===== src/rtl/lac_pkg.sv =====
package lac_pkg;

  localparam int ENTRIES_DEF  = 16;
  localparam int AGE_BITS_DEF = 8;
  localparam int KEY_BITS_DEF = 32;

  localparam int OP_W      = 2;
  localparam int KEY_W     = 32;
  localparam int PAYLOAD_W = 32;
  localparam int LENGTH_W  = 24;

  typedef enum logic [OP_W-1:0] {
    OP_ADD   = 2'd0,
    OP_FIND  = 2'd1,
    OP_INVAL = 2'd2
  } op_e;

endpackage


===== src/rtl/lac_if.sv =====
interface lac_req_if import lac_pkg::*; ();
  logic                 valid;
  logic                 ready;
  logic [OP_W-1:0]      op;
  logic [KEY_W-1:0]     key;
  logic [PAYLOAD_W-1:0] payload;
  logic [LENGTH_W-1:0]  length;

  modport source (output valid, op, key, payload, length, input ready);
  modport sink   (input valid, op, key, payload, length, output ready);
endinterface

interface lac_rsp_if import lac_pkg::*; ();
  logic                 valid;
  logic                 ready;
  logic                 found;
  logic                 evicted;
  logic [PAYLOAD_W-1:0] hit_payload;
  logic [LENGTH_W-1:0]  hit_length;

  modport source (output valid, found, evicted, hit_payload, hit_length, input ready);
  modport sink   (input valid, found, evicted, hit_payload, hit_length, output ready);
endinterface


===== src/rtl/lac_cell.sv =====
module lac_cell import lac_pkg::*; #(
  parameter int AGE_BITS = AGE_BITS_DEF,
  parameter int KEY_BITS = KEY_BITS_DEF,
  parameter int IDX_W    = 4,
  localparam int CAND_W  = 3 + 3 * IDX_W + 2 * AGE_BITS + PAYLOAD_W + LENGTH_W,
  localparam int CMD_W   = 6 + 3 * IDX_W + 2 * AGE_BITS
) (
  input  logic                 clk_i,
  input  logic                 rst_ni,
  input  logic [IDX_W-1:0]     idx_i,
  input  logic [KEY_BITS-1:0]  key_i,
  input  logic [PAYLOAD_W-1:0] payload_i,
  input  logic [LENGTH_W-1:0]  length_i,
  input  logic [CMD_W-1:0]     cmd_i,
  input  logic [CAND_W-1:0]    cand_i,
  output logic [CAND_W-1:0]    cand_o
);

  typedef struct packed {
    logic                 hit;
    logic [IDX_W-1:0]     hit_idx;
    logic [AGE_BITS-1:0]  hit_age;
    logic [PAYLOAD_W-1:0] hit_payload;
    logic [LENGTH_W-1:0]  hit_length;
    logic                 fre;
    logic [IDX_W-1:0]     fre_idx;
    logic                 have_v;
    logic [AGE_BITS-1:0]  best_age;
    logic [IDX_W-1:0]     best_idx;
  } cand_t;

  typedef struct packed {
    logic                clr_en;
    logic [IDX_W-1:0]    clr_idx;
    logic                dec_en;
    logic [AGE_BITS-1:0] dec_age;
    logic                inc_all;
    logic                inc_below;
    logic [AGE_BITS-1:0] below_age;
    logic                zero_en;
    logic [IDX_W-1:0]    zero_idx;
    logic                wr_en;
    logic [IDX_W-1:0]    wr_idx;
  } cmd_t;

  localparam logic [AGE_BITS-1:0] AGE_MAX = '1;

  cmd_t  cmd;
  cand_t cand_in;
  cand_t cand_d, cand_q;

  logic                 valid_d, valid_q;
  logic [AGE_BITS-1:0]  age_d, age_q;
  logic [KEY_BITS-1:0]  tag_q;
  logic [PAYLOAD_W-1:0] payload_q;
  logic [LENGTH_W-1:0]  length_q;

  logic match;
  logic wr_mine;

  assign cmd     = cmd_i;
  assign cand_in = cand_i;
  assign cand_o  = cand_q;

  assign match   = valid_q && (tag_q == key_i);
  assign wr_mine = cmd.wr_en && (cmd.wr_idx == idx_i);

  // fold this slot into the search record coming from the lower slots
  always_comb begin
    cand_d = cand_in;
    if (!cand_in.hit && match) begin
      cand_d.hit         = 1'b1;
      cand_d.hit_idx     = idx_i;
      cand_d.hit_age     = age_q;
      cand_d.hit_payload = payload_q;
      cand_d.hit_length  = length_q;
    end
    // a slot holding the key counts as free for an add
    if (!cand_in.fre && (!valid_q || match)) begin
      cand_d.fre     = 1'b1;
      cand_d.fre_idx = idx_i;
    end
    // strict compare keeps the lowest index on a tie
    if (valid_q && (!cand_in.have_v || age_q > cand_in.best_age)) begin
      cand_d.have_v   = 1'b1;
      cand_d.best_age = age_q;
      cand_d.best_idx = idx_i;
    end
  end

  always_comb begin
    age_d   = age_q;
    valid_d = valid_q;
    if (cmd.dec_en && age_q > cmd.dec_age) begin
      age_d = age_q - 1'b1;
    end
    if (cmd.inc_all && age_d != AGE_MAX) begin
      age_d = age_d + 1'b1;
    end
    if (cmd.inc_below && age_q < cmd.below_age && age_q != AGE_MAX) begin
      age_d = age_q + 1'b1;
    end
    if (cmd.zero_en && cmd.zero_idx == idx_i) begin
      age_d = '0;
    end
    if (cmd.clr_en && cmd.clr_idx == idx_i) begin
      valid_d = 1'b0;
    end
    if (wr_mine) begin
      age_d   = '0;
      valid_d = 1'b1;
    end
  end

  always_ff @(posedge clk_i or negedge rst_ni) begin
    if (!rst_ni) begin
      valid_q <= 1'b0;
      age_q   <= '0;
    end else begin
      valid_q <= valid_d;
      age_q   <= age_d;
    end
  end

  always_ff @(posedge clk_i) begin
    cand_q <= cand_d;
    if (wr_mine) begin
      tag_q     <= key_i;
      payload_q <= payload_i;
      length_q  <= length_i;
    end
  end

endmodule


===== src/rtl/lru_age_counter_cache.sv =====
// fully associative cache with lru replacement kept as per-slot age counters
//
// req_i carries one transaction per request: op (add, find, invalidate),
// key, payload and length. rsp_o returns exactly one transaction per
// request: found, evicted, hit_payload and hit_length, in request order.
// the slots form a chain of cells; a search record walks the chain one
// cell per cycle, collecting the key hit, the lowest free slot and the
// oldest valid slot. an apply step then broadcasts the age and valid update.
// the request is registered, scanned in ST_SCAN while the record walks the
// chain, and applied in ST_APPLY, which loads the response register. a new
// request is not taken while one is in flight; the next request is taken in the
// cycle the previous response is loaded.
// a response waiting in the output register does not block the next
// request; that request scans and then holds before its update until the
// output register is free, so a stalled receiver only delays the update.
// reset clears all valid bits and ages; tag, payload and length hold
// whatever they had until an add writes them.
module lru_age_counter_cache import lac_pkg::*; #(
  parameter int ENTRIES  = ENTRIES_DEF,
  parameter int AGE_BITS = AGE_BITS_DEF,
  parameter int KEY_BITS = KEY_BITS_DEF
) (
  input  logic         clk_i,
  input  logic         rst_ni,
  lac_req_if.sink      req_i,
  lac_rsp_if.source    rsp_o
);

  localparam int IDX_W  = $clog2(ENTRIES);
  localparam int CAND_W = 3 + 3 * IDX_W + 2 * AGE_BITS + PAYLOAD_W + LENGTH_W;
  localparam int CMD_W  = 6 + 3 * IDX_W + 2 * AGE_BITS;

  typedef struct packed {
    logic                 hit;
    logic [IDX_W-1:0]     hit_idx;
    logic [AGE_BITS-1:0]  hit_age;
    logic [PAYLOAD_W-1:0] hit_payload;
    logic [LENGTH_W-1:0]  hit_length;
    logic                 fre;
    logic [IDX_W-1:0]     fre_idx;
    logic                 have_v;
    logic [AGE_BITS-1:0]  best_age;
    logic [IDX_W-1:0]     best_idx;
  } cand_t;

  typedef struct packed {
    logic                clr_en;
    logic [IDX_W-1:0]    clr_idx;
    logic                dec_en;
    logic [AGE_BITS-1:0] dec_age;
    logic                inc_all;
    logic                inc_below;
    logic [AGE_BITS-1:0] below_age;
    logic                zero_en;
    logic [IDX_W-1:0]    zero_idx;
    logic                wr_en;
    logic [IDX_W-1:0]    wr_idx;
  } cmd_t;

  typedef enum logic [1:0] {
    ST_IDLE,
    ST_SCAN,
    ST_APPLY
  } state_e;

  state_e               state_q;
  logic [IDX_W-1:0]     cnt_q;
  logic [OP_W-1:0]      op_q;
  logic [KEY_BITS-1:0]  key_q;
  logic [PAYLOAD_W-1:0] payload_q;
  logic [LENGTH_W-1:0]  length_q;

  logic                 rsp_valid_q;
  logic                 found_q, found_d;
  logic                 evicted_q, evicted_d;
  logic [PAYLOAD_W-1:0] hit_payload_q, hit_payload_d;
  logic [LENGTH_W-1:0]  hit_length_q, hit_length_d;

  logic [KEY_BITS-1:0]  req_tag;
  logic [CAND_W-1:0]    link [ENTRIES+1];
  cand_t                res;
  cmd_t                 cmd;
  logic                 fire;
  logic                 accept;

  if (KEY_BITS >= KEY_W) begin : g_key_wide
    assign req_tag = KEY_BITS'(req_i.key);
  end else begin : g_key_narrow
    assign req_tag = req_i.key[KEY_BITS-1:0];
  end

  assign fire        = (state_q == ST_APPLY) && (!rsp_valid_q || rsp_o.ready);
  assign req_i.ready = (state_q == ST_IDLE) || fire;
  assign accept      = req_i.valid && req_i.ready;

  assign link[0] = '0;
  assign res     = link[ENTRIES];

  for (genvar k = 0; k < ENTRIES; k++) begin : g_cell
    lac_cell #(
      .AGE_BITS (AGE_BITS),
      .KEY_BITS (KEY_BITS),
      .IDX_W    (IDX_W)
    ) u_cell (
      .clk_i     (clk_i),
      .rst_ni    (rst_ni),
      .idx_i     (IDX_W'(k)),
      .key_i     (key_q),
      .payload_i (payload_q),
      .length_i  (length_q),
      .cmd_i     (cmd),
      .cand_i    (link[k]),
      .cand_o    (link[k+1])
    );
  end

  // turn the finished search record into one update for all cells
  always_comb begin
    cmd           = '0;
    found_d       = 1'b0;
    evicted_d     = 1'b0;
    hit_payload_d = '0;
    hit_length_d  = '0;
    if (fire) begin
      case (op_q)
        OP_ADD: begin
          cmd.inc_all = 1'b1;
          cmd.wr_en   = 1'b1;
          cmd.wr_idx  = res.fre ? res.fre_idx : res.best_idx;
          cmd.clr_en  = res.hit;
          cmd.clr_idx = res.hit_idx;
          // at most one slot is freed: the old copy of the key or the victim
          cmd.dec_en  = res.hit || !res.fre;
          cmd.dec_age = res.hit ? res.hit_age : res.best_age;
          found_d     = 1'b1;
          evicted_d   = !res.fre;
        end
        OP_FIND: begin
          if (res.hit) begin
            cmd.inc_below = 1'b1;
            cmd.below_age = res.hit_age;
            cmd.zero_en   = 1'b1;
            cmd.zero_idx  = res.hit_idx;
            found_d       = 1'b1;
            hit_payload_d = res.hit_payload;
            hit_length_d  = res.hit_length;
          end
        end
        OP_INVAL: begin
          if (res.hit) begin
            cmd.clr_en  = 1'b1;
            cmd.clr_idx = res.hit_idx;
            cmd.dec_en  = 1'b1;
            cmd.dec_age = res.hit_age;
            found_d     = 1'b1;
          end
        end
        default: begin
          found_d = 1'b0;
        end
      endcase
    end
  end

  always_ff @(posedge clk_i or negedge rst_ni) begin
    if (!rst_ni) begin
      state_q       <= ST_IDLE;
      cnt_q         <= '0;
      op_q          <= '0;
      key_q         <= '0;
      payload_q     <= '0;
      length_q      <= '0;
      rsp_valid_q   <= 1'b0;
      found_q       <= 1'b0;
      evicted_q     <= 1'b0;
      hit_payload_q <= '0;
      hit_length_q  <= '0;
    end else begin
      if (fire) begin
        rsp_valid_q   <= 1'b1;
        found_q       <= found_d;
        evicted_q     <= evicted_d;
        hit_payload_q <= hit_payload_d;
        hit_length_q  <= hit_length_d;
      end else if (rsp_o.ready) begin
        rsp_valid_q <= 1'b0;
      end
      case (state_q)
        ST_IDLE: begin
          if (accept) begin
            state_q <= ST_SCAN;
          end
        end
        ST_SCAN: begin
          if (cnt_q == IDX_W'(ENTRIES - 1)) begin
            state_q <= ST_APPLY;
          end else begin
            cnt_q <= cnt_q + 1'b1;
          end
        end
        ST_APPLY: begin
          if (fire) begin
            state_q <= accept ? ST_SCAN : ST_IDLE;
          end
        end
        default: begin
          state_q <= ST_IDLE;
        end
      endcase
      if (accept) begin
        cnt_q     <= '0;
        op_q      <= req_i.op;
        key_q     <= req_tag;
        payload_q <= req_i.payload;
        length_q  <= req_i.length;
      end
    end
  end

  assign rsp_o.valid       = rsp_valid_q;
  assign rsp_o.found       = found_q;
  assign rsp_o.evicted     = evicted_q;
  assign rsp_o.hit_payload = hit_payload_q;
  assign rsp_o.hit_length  = hit_length_q;

endmodule


===== src/flat_wrapper.sv =====
// flat-port wrapper written by rule: the top's interface ports become plain ports
module lru_age_counter_cache_flat import lac_pkg::*;
#(
  parameter int ENTRIES  = ENTRIES_DEF,
  parameter int AGE_BITS = AGE_BITS_DEF,
  parameter int KEY_BITS = KEY_BITS_DEF
)
  (clk_i, rst_ni, req_i_valid, req_i_op, req_i_key, req_i_payload, req_i_length, req_i_ready, rsp_o_valid, rsp_o_found, rsp_o_evicted, rsp_o_hit_payload, rsp_o_hit_length, rsp_o_ready);
  lac_req_if req_i_i ();
  lac_rsp_if rsp_o_i ();
  input  logic clk_i;
  input  logic rst_ni;
  input wire logic [$bits(req_i_i.valid)-1:0] req_i_valid;
  input wire logic [$bits(req_i_i.op)-1:0] req_i_op;
  input wire logic [$bits(req_i_i.key)-1:0] req_i_key;
  input wire logic [$bits(req_i_i.payload)-1:0] req_i_payload;
  input wire logic [$bits(req_i_i.length)-1:0] req_i_length;
  output wire logic [$bits(req_i_i.ready)-1:0] req_i_ready;
  output wire logic [$bits(rsp_o_i.valid)-1:0] rsp_o_valid;
  output wire logic [$bits(rsp_o_i.found)-1:0] rsp_o_found;
  output wire logic [$bits(rsp_o_i.evicted)-1:0] rsp_o_evicted;
  output wire logic [$bits(rsp_o_i.hit_payload)-1:0] rsp_o_hit_payload;
  output wire logic [$bits(rsp_o_i.hit_length)-1:0] rsp_o_hit_length;
  input wire logic [$bits(rsp_o_i.ready)-1:0] rsp_o_ready;
  assign req_i_i.valid = req_i_valid;
  assign req_i_i.op = req_i_op;
  assign req_i_i.key = req_i_key;
  assign req_i_i.payload = req_i_payload;
  assign req_i_i.length = req_i_length;
  assign req_i_ready = req_i_i.ready;
  assign rsp_o_valid = rsp_o_i.valid;
  assign rsp_o_found = rsp_o_i.found;
  assign rsp_o_evicted = rsp_o_i.evicted;
  assign rsp_o_hit_payload = rsp_o_i.hit_payload;
  assign rsp_o_hit_length = rsp_o_i.hit_length;
  assign rsp_o_i.ready = rsp_o_ready;
  lru_age_counter_cache #(.ENTRIES(ENTRIES), .AGE_BITS(AGE_BITS), .KEY_BITS(KEY_BITS)) u_core (.clk_i(clk_i), .rst_ni(rst_ni), .req_i(req_i_i), .rsp_o(rsp_o_i));
endmodule

===== config.mk =====
export PLATFORM = sky130hd
export DESIGN_NAME = lru_age_counter_cache_flat
export DESIGN_NICKNAME = d
export VERILOG_FILES = /design/src/rtl/lac_pkg.sv /design/src/rtl/lac_if.sv /design/src/rtl/lac_cell.sv /design/src/rtl/lru_age_counter_cache.sv /design/src/flat_wrapper.sv
export SDC_FILE = /design/constraint.sdc
export NUM_CORES = 2
export LEC_CHECK = 0
export BUFFER_PORTS_ARGS = -buffer_cell sky130_fd_sc_hd__buf_4
export CORE_MARGIN = 5
export CORE_UTILIZATION = 50
export DETAILED_ROUTE_END_ITERATION = 8
export PLACE_DENSITY = 0.69
export SYNTH_ARGS = -nofsm -noshare
export SYNTH_HDL_FRONTEND = slang
export SYNTH_SLANG_ARGS = --single-unit

===== constraint.sdc =====
create_clock -name clk_i -period 13.8 [get_ports clk_i]
set_input_delay 1.38 -clock clk_i [delete_from_list [all_inputs] [get_ports clk_i]]
set_output_delay 1.38 -clock clk_i [all_outputs]
set_load 0.02 [all_outputs]

==> impl_metrics.yaml <==
status:
  status: "finished, final reports clean"
cts:
  cts_tree: "yes"
  ctsHoldBuffers: 0
  cts.sinks: 3053
  cts_root_buf: "clkbuf_16"
  cts.clk_slew.worst_paths_ns: 0.06
  post_cts_buffers: 0
  htreeDepth: 5
  clockBufferDepth: 4
  ctsResizeCount: 0
  clock_latency_ns: 0.95
  cts_made_buffers: 322
routing:
  wl_per_cell_um: 23.7
  wirelength_um: 290000
  drtIter0Drc: 5251
  vias: 68700
  ant_nets: 0
  route.detailed.drc: 0
  vias_per_cell: 5.63
  firstDrtPassIters: 6
critical_path:
  startpoint: "u_core.state_q[0]"
  endpoint_kind: "flip-flop"
  start_kind: "flip-flop"
  path_max_fanout: 60
  critPathRequiredTime_ns: 14.65
  r2r_cells: 21
  r2r_start: "u_core.state_q[0]"
  critical_path_class: "reg2reg"
  crit_arrival_ns: 7.97
grt:
  grt_usage: 0.228
  grt.overflow.total: 0
  grt_start_max_net_pins: 62
  grt_pass1_wl_um: 436000
  grt_pass1_vias: 69900
  antenna_found_initial: 6
yosys:
  synthFlopType: "edfxtp_1"
  synth_cell_type_count: 95
  ys_seq_area_frac: 0.647
  netlist_area_um2: 119000
  synth_top_cell_by_area: "edfxtp_1"
  ys_async_sr_fraction: 0.0979
  ys_ff_latch: 3053
  synth_area_leaders: "edfxtp_1 36%, dfxtp_1 23%, mux2_2 11%"
  synth.avg_cell_area_um2: 13.9
  synth_top_area_share: 0.356
  synth_edf_count: 1408
  syn_inst: 8524
  ys_warn_count: 0
  synth.net_count: 9032
die:
  rows: 178
  die-area_um2: 247000
  start_util: 0.503
  io_pins: 154
  core_um2: 236000
  fp.dieW_um: 497
  fp.dieH_um: 497
sta:
  hold_viol_final: 0
  max_freq_mhz: 140
  worst_pin_slew_ns: 1.42
  layout_min_cycle_time_ns: 7.12
  rsz0062_at_grt: "false"
  slew_headroom: 0.0554
  slew_viol_final: 0
  fin_tns_setup_ns: 0
  fin_crit_sh: 0.516
  skew_ns: 0.0825
  finalSetupViolations: 0
finish:
  drive_above_1_share: 0.232
  postLayoutCellArea_um2: 134000
  area_growth_pct: 13.2
  fin_nets: 9319
place:
  hpwl_um: 173000
  place_congestion: 0.884
  numPortBuffers: 153
  place_area_um2: 124000
worst_hold_path:
  min_from: "u_core.g_cell[14].u_cell.cand_o[83]"
  holdPathStages: 1
  hp-class: "reg2reg"
power:
  comb_power_share: 0.110
  vdd_ir_drop_max_v: 0.000167
  p_sw_uw: 5540
  p_leak_uw: 0.0509
  p_seq_frac: 0.501
  power_uw: 21900
  p_sw_frac: 0.253
  intPower_uw: 16300
  p_clk_frac: 0.389
  power.density_nw_per_um2: 163
flow_run:
  maxCapViolCount: 0
==> final timing paths <==
check / slack (ns) / endpoint
max reg2reg: 6.68 / u_core.g_cell[3].u_cell.age_q[5]
min: 0.39 / u_core.g_cell[15].u_cell.cand_o[83]
min in group asynchronous: 0.41 / u_core.g_cell[12].u_cell.valid_q
min reg2reg: 0.39 / u_core.g_cell[15].u_cell.cand_o[83]
max in group asynchronous: 11.69 / u_core.rsp_o.hit_length[22]
max: 6.68 / u_core.g_cell[3].u_cell.age_q[5]
==> power groups by stage <==
stage,sequential [µW],combinational [µW],clock (µW)
final,11000,2410,8500
after global routing,11000,2620,9030
after CTS,11000,2430,8650
after detailed placement,11200,2410,0
after global placement,11100,2340,0
after floorplan,10900,1640,0
==> critical path: stages, from the launching register on <==
cell and delay (ns):
dfrtp_1 0.40, nor2b_1 0.55, nand2_4 0.68, a21oi_1 0.95
nand2_1 0.55, buf_4 0.40, ha_1 0.35, nand4_1 0.10
or2_2 0.30, nand2_1 0.11, a21o_1 0.27, nand2_1 0.08
o21ai_0 0.13, ha_1 0.27, inv_1 0.05, or2_2 0.28
mux2i_1 0.41, a311oi_2 0.25, mux2_2 0.32, o311ai_1 0.31
nand3b_1 0.12, a21oi_1 0.14
==> layout by cell type, fill, tap and decap left out, types with 184 or more instances in the layout <==
master and count:
a21oi_1 205, buf_4 320, clkbuf_16 338, dfrtp_1 299, dfxtp_1 1346, edfxtp_1 1408
ha_1 414, inv_1 184, mux2_2 1114, nand2_1 342, nand4_1 189, nor2_1 259
o21ai_0 250, xnor2_1 640
==> synth_stat cells, types with 72 or more instances <==
library cell,n
xor2_1,84
edfxtp_1,1408
mux2i_1,86
buf_2,72
nand4_1,189
o21ai_0,252
nand2_1,345
or2_2,107
and2_1,91
dfrtp_1,299
a21oi_1,205
dfxtp_1,1346
nor2b_1,116
nor2_1,287
xnor2_1,640
nand2b_1,83
clkbuf_1,246
nand3_1,162
mux2_2,1114
inv_1,188
ha_1,414
==> layout make-up <==
cell class	count	area (µm²)
Antenna cell	7	17.5
Clock buffer	468	9480
Tap cell	3150	3940
Multi-Input combinational cell	4925	40000
Fill cell	18600	101000
Clock inverter	105	1010
Timing Repair Buffer	321	2420
Inverter	188	716
Sequential cell	3053	76700
==> routing by layer <==
metal | up-vias | GRT usage | routed length [µm]
met2 | 2028 | 0.377 | 137000
met4 | 0 | 0.0715 | 8910
li1 | 31400 | - | -
met5 | - | 0 | 0
met1 | 34700 | 0.311 | 128000
met3 | 540 | 0.0357 | 16100
==> stage by stage <==
step	setup WS [ns]	utilization	cells	hold WS, ns
6_report	6.68	0.570	12200	0.392
5_1_grt	6.14	0.570	12200	0.393
4_1_cts	6.73	0.570	12200	0.362
3_5_place_dp	5.84	0.525	11600	0.397
3_3_place_gp	5.88	0.525	11600	0.386
2_1_floorplan	6.64	-	8524	0.358
==> sequential cells by signal, indices dropped and copies added (netlist names), 4 cells and up <==
signal                          cells
u_core.g_cell.u_cell.tag_q        512
u_core.g_cell.u_cell.payload_q    512
u_core.g_cell.u_cell.length_q     384
u_core.length_q                    24
u_core.payload_q                   32
u_core.g_cell.u_cell.cand_o      1346
u_core.cnt_q                        4
u_core.g_cell.u_cell.valid_q       16
u_core.g_cell.u_cell.age_q        128
u_core.key_q                       32
u_core.rsp_o.hit_length            24
u_core.rsp_o.hit_payload           32
==> cells by family (layout without fill, tap and decap cells) <==
kind of cell,Yosys count,in the layout,share of synthesized area
other,0,7,0
AO/OA/AOI/OAI,910,910,0.0506
flip-flops,3053,3053,0.647
adder cells (fa/ha/maj),414,414,0.0437
buffers and inverters,546,1082,0.0182
AND/OR/NAND/NOR,1677,1677,0.0744
XOR/XNOR,724,724,0.0535
multiplexers,1200,1200,0.113
Power figures use the tool's default switching activity.
